[config.mk]
export PLATFORM = sky130hd
export DESIGN_NAME = bitmap_slot_allocator_core
export DESIGN_NICKNAME = d
export VERILOG_FILES = /design/src/rtl/bsa_pkg.sv /design/src/rtl/bsa_word_mem.sv /design/src/rtl/bitmap_slot_allocator_core.sv
export SDC_FILE = /design/constraint.sdc
export NUM_CORES = 1
export LEC_CHECK = 0
export BUFFER_PORTS_ARGS = -buffer_cell sky130_fd_sc_hd__buf_2
export CORE_ASPECT_RATIO = 1.75
export CORE_UTILIZATION = 50
export CTS_CLUSTER_DIAMETER = 100
export DETAILED_ROUTE_END_ITERATION = 16
export PLACE_DENSITY = 0.76
export SLEW_MARGIN = 20
export SYNTH_ARGS = -nofsm -noshare
export SYNTH_HDL_FRONTEND = slang
export SYNTH_SLANG_ARGS = --single-unit
[constraint.sdc]
create_clock -name clk -period 10.9 [get_ports clk]
set_input_delay 2.18 -clock clk [delete_from_list [all_inputs] [get_ports clk]]
set_output_delay 2.18 -clock clk [all_outputs]
set_load 0.1 [all_outputs]
[src/rtl/bsa_pkg.sv]
// Shared types, constants, microcode table and helpers of the slot allocator.
`default_nettype none

package bsa_pkg;

	localparam int NUM_WORDS_DEF = 8;
	localparam int WORD_BITS_DEF = 32;

	localparam int ACT_W     = 3;
	localparam int SLOT_W    = 8;
	localparam int RANK_W    = 8;
	localparam int IDX_W     = 8;
	localparam int IDX_MAX   = 255;
	localparam int CAP_W     = 9;
	localparam int CAP_RESET = 256;
	localparam int CNT_OUT_W = 9;
	localparam int CNT_MAX   = 511;

	// widest word the popcount helper takes
	localparam int POP_W  = 64;
	localparam int POPC_W = $clog2(POP_W + 1);

	localparam int UPC_W = 4;

	typedef enum logic [ACT_W-1:0] {
		ACT_WRITE  = 3'd0,
		ACT_ALLOC  = 3'd1,
		ACT_CLEAR  = 3'd2,
		ACT_READ   = 3'd3,
		ACT_COUNT  = 3'd4,
		ACT_SELECT = 3'd5
	} action_t;

	typedef enum logic [3:0] {
		U_LOC,        // step toward the addressed word
		U_ACCESS,     // read or write one bit
		U_SESCAN,     // skip words whose set bits lie below the rank
		U_LOAD_WORD,  // load the word for the in-word select
		U_HALVE,      // one level of the in-word binary search
		U_RESULT,     // form the index, set the bit on allocate
		U_ALSCAN,     // skip full words
		U_LOAD_INV,   // load the free bits for the in-word search
		U_FINISH,     // present the result word
		U_CLEAR       // drop every slot
	} uop_t;

	typedef enum logic [2:0] {
		C_ALWAYS,
		C_NOFIT,
		C_MISS_NOTLAST,
		C_MISS,
		C_LVL_NZ,
		C_FULL_NOTLAST,
		C_NOTFULL
	} cond_t;

	typedef logic [UPC_W-1:0] upc_t;

	localparam upc_t STEP_LOC     = 4'd0;
	localparam upc_t STEP_ACC     = 4'd1;
	localparam upc_t STEP_SE_SCAN = 4'd2;
	localparam upc_t STEP_SE_CHK  = 4'd3;
	localparam upc_t STEP_SRCH    = 4'd4;
	localparam upc_t STEP_RES     = 4'd5;
	localparam upc_t STEP_AL_SCAN = 4'd6;
	localparam upc_t STEP_AL_CHK  = 4'd7;
	localparam upc_t STEP_FIN     = 4'd8;
	localparam upc_t STEP_CLR     = 4'd9;

	// jump to tgt when cond holds, else fall through to the next step
	typedef struct packed {
		uop_t  uop;
		cond_t cond;
		upc_t  tgt;
	} ctrl_t;

	typedef struct packed {
		logic wr;
		logic clr;
	} mem_cmd_t;

	function automatic ctrl_t ucode(upc_t upc);
		ctrl_t c;
		unique case (upc)
			STEP_LOC:     c = '{uop: U_LOC,       cond: C_NOFIT,        tgt: STEP_LOC};
			STEP_ACC:     c = '{uop: U_ACCESS,    cond: C_ALWAYS,       tgt: STEP_FIN};
			STEP_SE_SCAN: c = '{uop: U_SESCAN,    cond: C_MISS_NOTLAST, tgt: STEP_SE_SCAN};
			STEP_SE_CHK:  c = '{uop: U_LOAD_WORD, cond: C_MISS,         tgt: STEP_FIN};
			STEP_SRCH:    c = '{uop: U_HALVE,     cond: C_LVL_NZ,       tgt: STEP_SRCH};
			STEP_RES:     c = '{uop: U_RESULT,    cond: C_ALWAYS,       tgt: STEP_FIN};
			STEP_AL_SCAN: c = '{uop: U_ALSCAN,    cond: C_FULL_NOTLAST, tgt: STEP_AL_SCAN};
			STEP_AL_CHK:  c = '{uop: U_LOAD_INV,  cond: C_NOTFULL,      tgt: STEP_SRCH};
			STEP_FIN:     c = '{uop: U_FINISH,    cond: C_ALWAYS,       tgt: STEP_FIN};
			STEP_CLR:     c = '{uop: U_CLEAR,     cond: C_ALWAYS,       tgt: STEP_FIN};
			default:      c = '{uop: U_FINISH,    cond: C_ALWAYS,       tgt: STEP_FIN};
		endcase
		return c;
	endfunction

	function automatic logic [POPC_W-1:0] popcount(logic [POP_W-1:0] w);
		logic [POPC_W-1:0] s;
		s = '0;
		for (int i = 0; i < POP_W; i++) begin
			s = s + POPC_W'(w[i]);
		end
		return s;
	endfunction

endpackage

`default_nettype wire

[src/rtl/bsa_word_mem.sv]
// Slot map word store with per-word valid bits and a registered read port.
`default_nettype none

module bsa_word_mem #(
	parameter int NUM_WORDS = bsa_pkg::NUM_WORDS_DEF,
	parameter int WORD_BITS = bsa_pkg::WORD_BITS_DEF,
	localparam int ADDR_W = (NUM_WORDS > 1) ? $clog2(NUM_WORDS) : 1
) (
	input  wire logic                 clk,
	input  wire logic                 arst_n,
	input  wire bsa_pkg::mem_cmd_t    cmd,
	input  wire logic [ADDR_W-1:0]    waddr,
	input  wire logic [WORD_BITS-1:0] wdata,
	input  wire logic [ADDR_W-1:0]    raddr,
	output logic [WORD_BITS-1:0]      rword
);

	logic [WORD_BITS-1:0] mem_q [NUM_WORDS];
	logic [NUM_WORDS-1:0] vld_q;
	logic [WORD_BITS-1:0] rdata_q;
	logic                 rvld_q;
	logic                 byp;

	// forward a write to the word being read in the same cycle
	assign byp = cmd.wr && (waddr == raddr);

	always_ff @(posedge clk) begin
		if (cmd.wr) begin
			mem_q[waddr] <= wdata;
		end
		rdata_q <= byp ? wdata : mem_q[raddr];
	end

	always_ff @(posedge clk or negedge arst_n) begin
		if (!arst_n) begin
			vld_q  <= '0;
			rvld_q <= 1'b0;
		end else if (cmd.clr) begin
			vld_q  <= '0;
			rvld_q <= 1'b0;
		end else begin
			if (cmd.wr) begin
				vld_q[waddr] <= 1'b1;
			end
			rvld_q <= byp | vld_q[raddr];
		end
	end

	// a word never written reads as all free
	assign rword = rvld_q ? rdata_q : '0;

endmodule

`default_nettype wire

[src/rtl/bitmap_slot_allocator_core.sv]
// Top level of the bitmap slot allocator: microcode sequencer and datapath.
`default_nettype none

// Bitmap slot allocator. A command word is taken when start is high and busy
// is low; exactly one result word follows, shown for one cycle with done high,
// and the receiver cannot stall it. busy is high from the accepting edge until
// the edge that raises done, so a new command can be taken in the done cycle.
// The map is NUM_WORDS words of WORD_BITS bits held in a word store read once
// per cycle, and a short microprogram walks it one word per cycle. Count and
// unused codes go straight to the result; clear all drops every slot first;
// write bit and read bit step to the addressed word and access the bit, or
// finish at once if the slot is beyond the map; allocate skips full words,
// then searches the free bits of the first word with a free slot, or
// finishes when the map is full; select skips words whose set bits lie below
// the rank, then searches the word holding the sought bit, or finishes when
// too few bits are set. The word scan goes one word per step, then takes L
// halving steps, L = log2(WORD_BITS) rounded up, of a popcount search inside
// the chosen word. The set-bit count is kept in a running register, so
// set_count and map_empty cost no scan. The capacity register is written
// through cfg_wr_en/cfg_wr_data; the user must write it only while the block
// is idle, which the block itself does not enforce.
module bitmap_slot_allocator_core #(
	parameter int NUM_WORDS = bsa_pkg::NUM_WORDS_DEF,
	parameter int WORD_BITS = bsa_pkg::WORD_BITS_DEF
) (
	input  wire logic                          clk,
	input  wire logic                          arst_n,
	input  wire logic                          cfg_wr_en,
	input  wire logic [bsa_pkg::CAP_W-1:0]     cfg_wr_data,
	input  wire logic                          start,
	output logic                               busy,
	input  wire logic [bsa_pkg::ACT_W-1:0]     action,
	input  wire logic [bsa_pkg::SLOT_W-1:0]    slot_index,
	input  wire logic                          bit_value,
	input  wire logic [bsa_pkg::RANK_W-1:0]    rank,
	output logic                               done,
	output logic [bsa_pkg::IDX_W-1:0]          found_index,
	output logic                               found,
	output logic                               bit_read,
	output logic [bsa_pkg::CNT_OUT_W-1:0]      set_count,
	output logic                               map_empty
);

	localparam int TOTAL     = NUM_WORDS * WORD_BITS;
	localparam int WP_W      = (NUM_WORDS > 1) ? $clog2(NUM_WORDS) : 1;
	localparam int LOG_WB    = $clog2(WORD_BITS);
	localparam int PW        = 1 << LOG_WB;
	localparam int LVL_W     = $clog2(LOG_WB);
	localparam int HC_W      = LOG_WB + 1;
	localparam int CNT_W     = $clog2(TOTAL + 1);
	localparam int CAP_W     = bsa_pkg::CAP_W;
	localparam int CMP_W     = (CNT_W > CAP_W) ? CNT_W : CAP_W;
	localparam int REM_W     = bsa_pkg::SLOT_W;
	localparam int RC_W      = REM_W + 1;
	localparam int ACT_W     = bsa_pkg::ACT_W;
	localparam int IDX_W     = bsa_pkg::IDX_W;
	localparam int CNT_OUT_W = bsa_pkg::CNT_OUT_W;
	localparam int POP_W     = bsa_pkg::POP_W;

	// control registers
	logic                   busy_q, busy_d;
	bsa_pkg::upc_t          upc_q, upc_d;
	logic                   done_q, done_d;
	logic [WP_W-1:0]        wp_q, wp_d;
	logic [CNT_W-1:0]       cnt_q, cnt_d;
	logic [CAP_W-1:0]       cap_q;

	// working and result registers
	logic [REM_W-1:0]       rem_q, rem_d;
	logic [LOG_WB-1:0]      off_q, off_d;
	logic [LVL_W-1:0]       lvl_q, lvl_d;
	logic [PW-1:0]          srch_q, srch_d;
	logic [ACT_W-1:0]       act_q, act_d;
	logic                   bval_q, bval_d;
	logic [IDX_W-1:0]       fidx_q, fidx_d;
	logic                   found_q, found_d;
	logic                   bitrd_q, bitrd_d;
	logic [CNT_OUT_W-1:0]   setcnt_q, setcnt_d;
	logic                   empty_q, empty_d;

	// datapath signals
	bsa_pkg::ctrl_t         ctl;
	bsa_pkg::upc_t          entry;
	bsa_pkg::mem_cmd_t      mcmd;
	logic [WORD_BITS-1:0]   cur_w;
	logic [WORD_BITS-1:0]   free_w;
	logic [WORD_BITS-1:0]   wdata;
	logic                   fit, last, full, miss, keep, lvl_nz, oor, take;
	logic [HC_W-1:0]        pc_w, lowcnt, hw;
	logic [PW-1:0]          lowmask;
	logic [CMP_W-1:0]       idx_c;
	logic                   idx_ok;

	bsa_word_mem #(
		.NUM_WORDS (NUM_WORDS),
		.WORD_BITS (WORD_BITS)
	) u_mem (
		.clk    (clk),
		.arst_n (arst_n),
		.cmd    (mcmd),
		.waddr  (wp_q),
		.wdata  (wdata),
		.raddr  (wp_d),
		.rword  (cur_w)
	);

	assign ctl = bsa_pkg::ucode(upc_q);

	// word-level tests
	assign fit    = RC_W'(rem_q) < RC_W'(WORD_BITS);
	assign last   = wp_q == WP_W'(NUM_WORDS - 1);
	assign full   = &cur_w;
	assign free_w = ~cur_w;
	assign pc_w   = HC_W'(bsa_pkg::popcount(POP_W'(cur_w)));
	assign miss   = RC_W'(rem_q) >= RC_W'(pc_w);
	assign lvl_nz = lvl_q != '0;
	assign oor    = CMP_W'(slot_index) >= CMP_W'(TOTAL);

	// one level of the in-word search: count the low half of the window
	assign hw = HC_W'(1) << lvl_q;
	always_comb begin
		for (int i = 0; i < PW; i++) begin
			lowmask[i] = HC_W'(i) < hw;
		end
	end
	assign lowcnt = HC_W'(bsa_pkg::popcount(POP_W'(srch_q & lowmask)));
	assign keep   = RC_W'(rem_q) < RC_W'(lowcnt);

	assign idx_c  = CMP_W'(wp_q) * CMP_W'(WORD_BITS) + CMP_W'(off_q);
	assign idx_ok = idx_c <= CMP_W'(bsa_pkg::IDX_MAX);

	// entry step for a new command
	always_comb begin
		unique case (action) inside
			bsa_pkg::ACT_WRITE,
			bsa_pkg::ACT_READ:   entry = oor ? bsa_pkg::STEP_FIN : bsa_pkg::STEP_LOC;
			bsa_pkg::ACT_ALLOC:  entry = bsa_pkg::STEP_AL_SCAN;
			bsa_pkg::ACT_CLEAR:  entry = bsa_pkg::STEP_CLR;
			bsa_pkg::ACT_SELECT: entry = bsa_pkg::STEP_SE_SCAN;
			default:             entry = bsa_pkg::STEP_FIN;
		endcase
	end

	// jump condition of the current step
	always_comb begin
		unique case (ctl.cond)
			bsa_pkg::C_ALWAYS:       take = 1'b1;
			bsa_pkg::C_NOFIT:        take = !fit;
			bsa_pkg::C_MISS_NOTLAST: take = miss && !last;
			bsa_pkg::C_MISS:         take = miss;
			bsa_pkg::C_LVL_NZ:       take = lvl_nz;
			bsa_pkg::C_FULL_NOTLAST: take = full && !last;
			bsa_pkg::C_NOTFULL:      take = !full;
			default:                 take = 1'b1;
		endcase
	end

	// next step
	always_comb begin
		upc_d = upc_q;
		if (!busy_q) begin
			if (start) begin
				upc_d = entry;
			end
		end else if (take) begin
			upc_d = ctl.tgt;
		end else begin
			upc_d = upc_q + 1'b1;
		end
	end

	// datapath controls from the current control word
	always_comb begin
		busy_d   = busy_q;
		done_d   = 1'b0;
		wp_d     = wp_q;
		cnt_d    = cnt_q;
		rem_d    = rem_q;
		off_d    = off_q;
		lvl_d    = lvl_q;
		srch_d   = srch_q;
		act_d    = act_q;
		bval_d   = bval_q;
		fidx_d   = fidx_q;
		found_d  = found_q;
		bitrd_d  = bitrd_q;
		setcnt_d = setcnt_q;
		empty_d  = empty_q;
		mcmd     = '0;
		wdata    = cur_w;
		if (!busy_q) begin
			if (start) begin
				busy_d  = 1'b1;
				act_d   = action;
				bval_d  = bit_value;
				rem_d   = (action == bsa_pkg::ACT_SELECT) ? rank : slot_index;
				fidx_d  = '0;
				found_d = 1'b0;
				bitrd_d = 1'b0;
			end
		end else begin
			unique case (ctl.uop)
				bsa_pkg::U_LOC: begin
					if (!fit) begin
						rem_d = rem_q - REM_W'(WORD_BITS);
						wp_d  = wp_q + 1'b1;
					end
				end
				bsa_pkg::U_ACCESS: begin
					if (act_q == bsa_pkg::ACT_WRITE) begin
						wdata[rem_q[LOG_WB-1:0]] = bval_q;
						mcmd.wr = 1'b1;
						if (bval_q && !cur_w[rem_q[LOG_WB-1:0]]) begin
							cnt_d = cnt_q + 1'b1;
						end else if (!bval_q && cur_w[rem_q[LOG_WB-1:0]]) begin
							cnt_d = cnt_q - 1'b1;
						end
					end else begin
						bitrd_d = cur_w[rem_q[LOG_WB-1:0]];
					end
				end
				bsa_pkg::U_SESCAN: begin
					if (miss && !last) begin
						rem_d = rem_q - REM_W'(pc_w);
						wp_d  = wp_q + 1'b1;
					end
				end
				bsa_pkg::U_LOAD_WORD: begin
					srch_d = PW'(cur_w);
					off_d  = '0;
					lvl_d  = LVL_W'(LOG_WB - 1);
				end
				bsa_pkg::U_HALVE: begin
					if (!keep) begin
						rem_d  = rem_q - REM_W'(lowcnt);
						srch_d = srch_q >> hw;
						off_d  = off_q + LOG_WB'(hw);
					end
					if (lvl_nz) begin
						lvl_d = lvl_q - 1'b1;
					end
				end
				bsa_pkg::U_RESULT: begin
					if (act_q == bsa_pkg::ACT_ALLOC) begin
						wdata   = cur_w | (WORD_BITS'(1) << off_q);
						mcmd.wr = 1'b1;
						cnt_d   = cnt_q + 1'b1;
						found_d = idx_ok && (idx_c < CMP_W'(cap_q));
					end else begin
						found_d = idx_ok;
					end
					fidx_d = found_d ? idx_c[IDX_W-1:0] : '0;
				end
				bsa_pkg::U_ALSCAN: begin
					if (full && !last) begin
						wp_d = wp_q + 1'b1;
					end
				end
				bsa_pkg::U_LOAD_INV: begin
					srch_d = PW'(free_w);
					rem_d  = '0;
					off_d  = '0;
					lvl_d  = LVL_W'(LOG_WB - 1);
				end
				bsa_pkg::U_FINISH: begin
					busy_d   = 1'b0;
					done_d   = 1'b1;
					wp_d     = '0;
					setcnt_d = (CMP_W'(cnt_q) > CMP_W'(bsa_pkg::CNT_MAX)) ?
					           CNT_OUT_W'(bsa_pkg::CNT_MAX) : CNT_OUT_W'(cnt_q);
					empty_d  = cnt_q == '0;
				end
				bsa_pkg::U_CLEAR: begin
					mcmd.clr = 1'b1;
					cnt_d    = '0;
				end
				default: begin
					busy_d = 1'b0;
					wp_d   = '0;
				end
			endcase
		end
	end

	// control state and the running count
	always_ff @(posedge clk or negedge arst_n) begin
		if (!arst_n) begin
			busy_q <= 1'b0;
			upc_q  <= bsa_pkg::STEP_FIN;
			done_q <= 1'b0;
			wp_q   <= '0;
			cnt_q  <= '0;
			cap_q  <= CAP_W'(bsa_pkg::CAP_RESET);
		end else begin
			busy_q <= busy_d;
			upc_q  <= upc_d;
			done_q <= done_d;
			wp_q   <= wp_d;
			cnt_q  <= cnt_d;
			if (cfg_wr_en) begin
				cap_q <= cfg_wr_data;
			end
		end
	end

	// working and result words
	always_ff @(posedge clk) begin
		rem_q    <= rem_d;
		off_q    <= off_d;
		lvl_q    <= lvl_d;
		srch_q   <= srch_d;
		act_q    <= act_d;
		bval_q   <= bval_d;
		fidx_q   <= fidx_d;
		found_q  <= found_d;
		bitrd_q  <= bitrd_d;
		setcnt_q <= setcnt_d;
		empty_q  <= empty_d;
	end

	assign busy        = busy_q;
	assign done        = done_q;
	assign found_index = fidx_q;
	assign found       = found_q;
	assign bit_read    = bitrd_q;
	assign set_count   = setcnt_q;
	assign map_empty   = empty_q;

endmodule

`default_nettype wire
==> metrics <==
clock skew=29.6 ps; slew margin rel.=0.223; TritonCTS Buffers=31; drt wl/cell=about 28 µm; #FFs+latches synth=367; Critical Path End Type=flip-flop; f_max=around 0.11 GHz; Final #Nets=2035; Mapped Cells=approximately 1900; Area Overhead vs Synth=8.34%; Mapped Area=between 0.02 and 0.025 mm²; fin crit period=~9000 ps; global-route wire length before repair=around 100000 µm; LEAKAGE=slightly below 9 nW; Clock Path Buffers=3; RSZ-0062 raised after global routing=false; Core Footprint=0.0432 mm²; worst slew pin tran=~1200 ps; PostCTS Resize Cnt=0; CP most frequent cell=fa_1; Port Buf Inserts=54; commonest non-fill, non-tap cell in the layout=edfxtp_1; ys async rst share=0.0981; Row Count=between 100 and 150; Post-synth EDFFs=between 300 and 400; pwr dens=roughly 310 mW/mm²; Crit Path Class=reg -> reg; largest net degree at the start of global routing=64; Initial Utilization=0.506; crit share post-route=0.833; Cell variety after synth=slightly below 90; share of layout cells above drive strength 1=0.141; most frequent cells in the layout=328 x edfxtp_1, 199 x nand2_1, 126 x o21ai_0; final slew viol count=0; number of DRC markers in iteration 0=roughly 1400; clock sinks=about 370; CTS tree=built; vias in the first global route=16300; all-layer global routing usage=0.318; post-synthesis sequential area ratio=0.495; Root Buffer=clkbuf_16; Die ar.=approximately 0.045 mm²; register area=between 0.01 and 0.015 mm²; Setup-failing EPs final=0; Chip Height=~280 µm; CP Data Required Time=about 11000 ps; die width=~160 µm; setup ws final=1820 ps; Synth Net Count=just over 2000; drt via density=6.38; # H-tree levels=1; multi-input logic area=0.0101 mm²; Worst-path clk slew=approximately 70 ps; failing checks=design-rule violations; initial antenna violation count=2; synthesized area per cell=roughly 12 µm²; VDD IR-drop max=475 µV; Post-CTS Hold Fix Bufs=0; fin util=0.548; gpl congestion=around 1.1; commonest register cell after synthesis=edfxtp_1; WP data arrival=between 9000 and 10000 ps; pre-CTS setup slack=about 1900 ps; DRT Pass-1 Iters=13; I/O pins=between 50 and 60; via count=about 16000; slowest cell delay on critical path=between 900 and 1000 ps; Total Wirelength=between 70000 and 80000 µm; total gr overflow=0; outcome=complete, but fails checks; most area-hungry cell type in the Yosys netlist=edfxtp_1; DR DRC count=1; Yosys top cell area share=0.451; setup TNS=0 ps; Final ANT Viol Nets=0; critical-path maximum fanout=30; post-CTS setup buffers=0; CP Launch Type=flip-flop; Skew-Pair Late Insertion Delay=around 600 ps; worst hold path class=reg -> reg; slowest CP cell=dfxtp_2; largest cells by area after synthesis=edfxtp_1 45%, mux4_2 6.1%, mux2i_1 5.7%, fa_1 4.7%, dfrtp_1 3.9%; Hold Vio Cnt, Final=0; ant diodes=0; DP Wirelength=between 50000 and 60000 µm; Ys Warns=0; Max-Cap Viols=0; Fillers=between 3000 and 4000
-- routing by layer --
metal | GRT usage | vias to the layer above | part of all wire
met2 | 0.580 | 699 | 0.53
met4 | 0.255 | 4 | 0.090
met5 | 0 | - | 0.00038
met1 | 0.323 | 7863 | 0.33
met3 | 0.0405 | 259 | 0.051
li1 | - | 7063 | -
-- cells by family (layout without fill, tap and decap cells) --
family,Yosys count,after routing,share of synthesized area
simple gates,562,562,0.121
compound gates,397,397,0.117
flops,367,367,0.495
buf+inv,231,257,0.0469
mux,214,214,0.135
fa+ha+maj,104,104,0.0771
xor+xnor,22,22,0.00882
-- through the flow --
step	hold WS [ps]	cells	area [µm²]	total power [mW]
final	503	2489	23700	7.35
after global routing	549	2489	23700	7.78
after CTS	505	2489	23700	7.26
after detailed placement	488	2431	22600	6.05
after global placement	482	2431	22600	6.00
after floorplan	458	1897	21900	4.90
-- cells in the mapped netlist (all sizes together), types with 20 or more instances --
| master | instances |
|---|---|
| and2 | 20 |
| a21oi | 86 |
| buf | 37 |
| clkbuf | 84 |
| a22oi | 23 |
| o21ai | 130 |
| nor2b | 22 |
| edfxtp | 328 |
| inv | 108 |
| nor3 | 57 |
| mux2i | 125 |
| mux4 | 61 |
| nand4 | 22 |
| dfrtp | 34 |
| nor2 | 124 |
| a21o | 22 |
| ha | 53 |
| fa | 51 |
| nand3 | 50 |
| mux2 | 28 |
| nand2 | 199 |
-- sequential cells by signal (all words and copies together) (netlist names), 8 cells and up, named ones only --
| signal | cells |
|---|---|
| cap_q | 9 |
| cnt_q | 9 |
| found_index | 8 |
| rem_q | 8 |
| set_count | 9 |
| srch_q | 32 |
| u_mem.mem_q | 256 |
| u_mem.vld_q | 8 |
-- where the power goes --
group          leakage, nW  switching (mW)  internal [mW]
clock                0.535           0.521          0.691
sequential            3.51           0.192           1.76
combinational         4.74            2.62           1.56
total                 8.79            3.34           4.01
-- final timing paths --
| kind | start | end | slack [ps] | depth (start not counted) |
|---|---|---|---|---|
| setup / recovery | flip-flop | u_mem.rvld_q | 1820 | 28 |
| hold / removal | u_mem.vld_q[1] | u_mem.vld_q[1] | 500 | 2 |
| setup reg to reg | flip-flop | u_mem.rvld_q | 1820 | 28 |
| hold reg to reg | u_mem.vld_q[1] | u_mem.vld_q[1] | 500 | 2 |
| max in group asynchronous | arst_n | busy | 8510 | 1 |
| min in group asynchronous | arst_n | done | 1730 | 1 |
-- critical path: cells and delay by family, from the launching register on --
kind	cells	cell delay (ps)
AOI/OAI and AO/OA	9	1640
muxes	2	620
buffers and inverters	4	650
DFF	1	940
and+or+nand+nor	5	1430
adders and majority gates	8	3640
-- area by class of cell --
cell class,count,share of cell area
Clock inverter,24,0.0134
Multi-Input combinational cell,1299,0.427
Inverter,110,0.0174
Clock buffer,34,0.0332
Sequential cell,367,0.457
Timing Repair Buffer,89,0.0225
Tap cell,566,0.0299
Power figures use the tool's default switching activity.
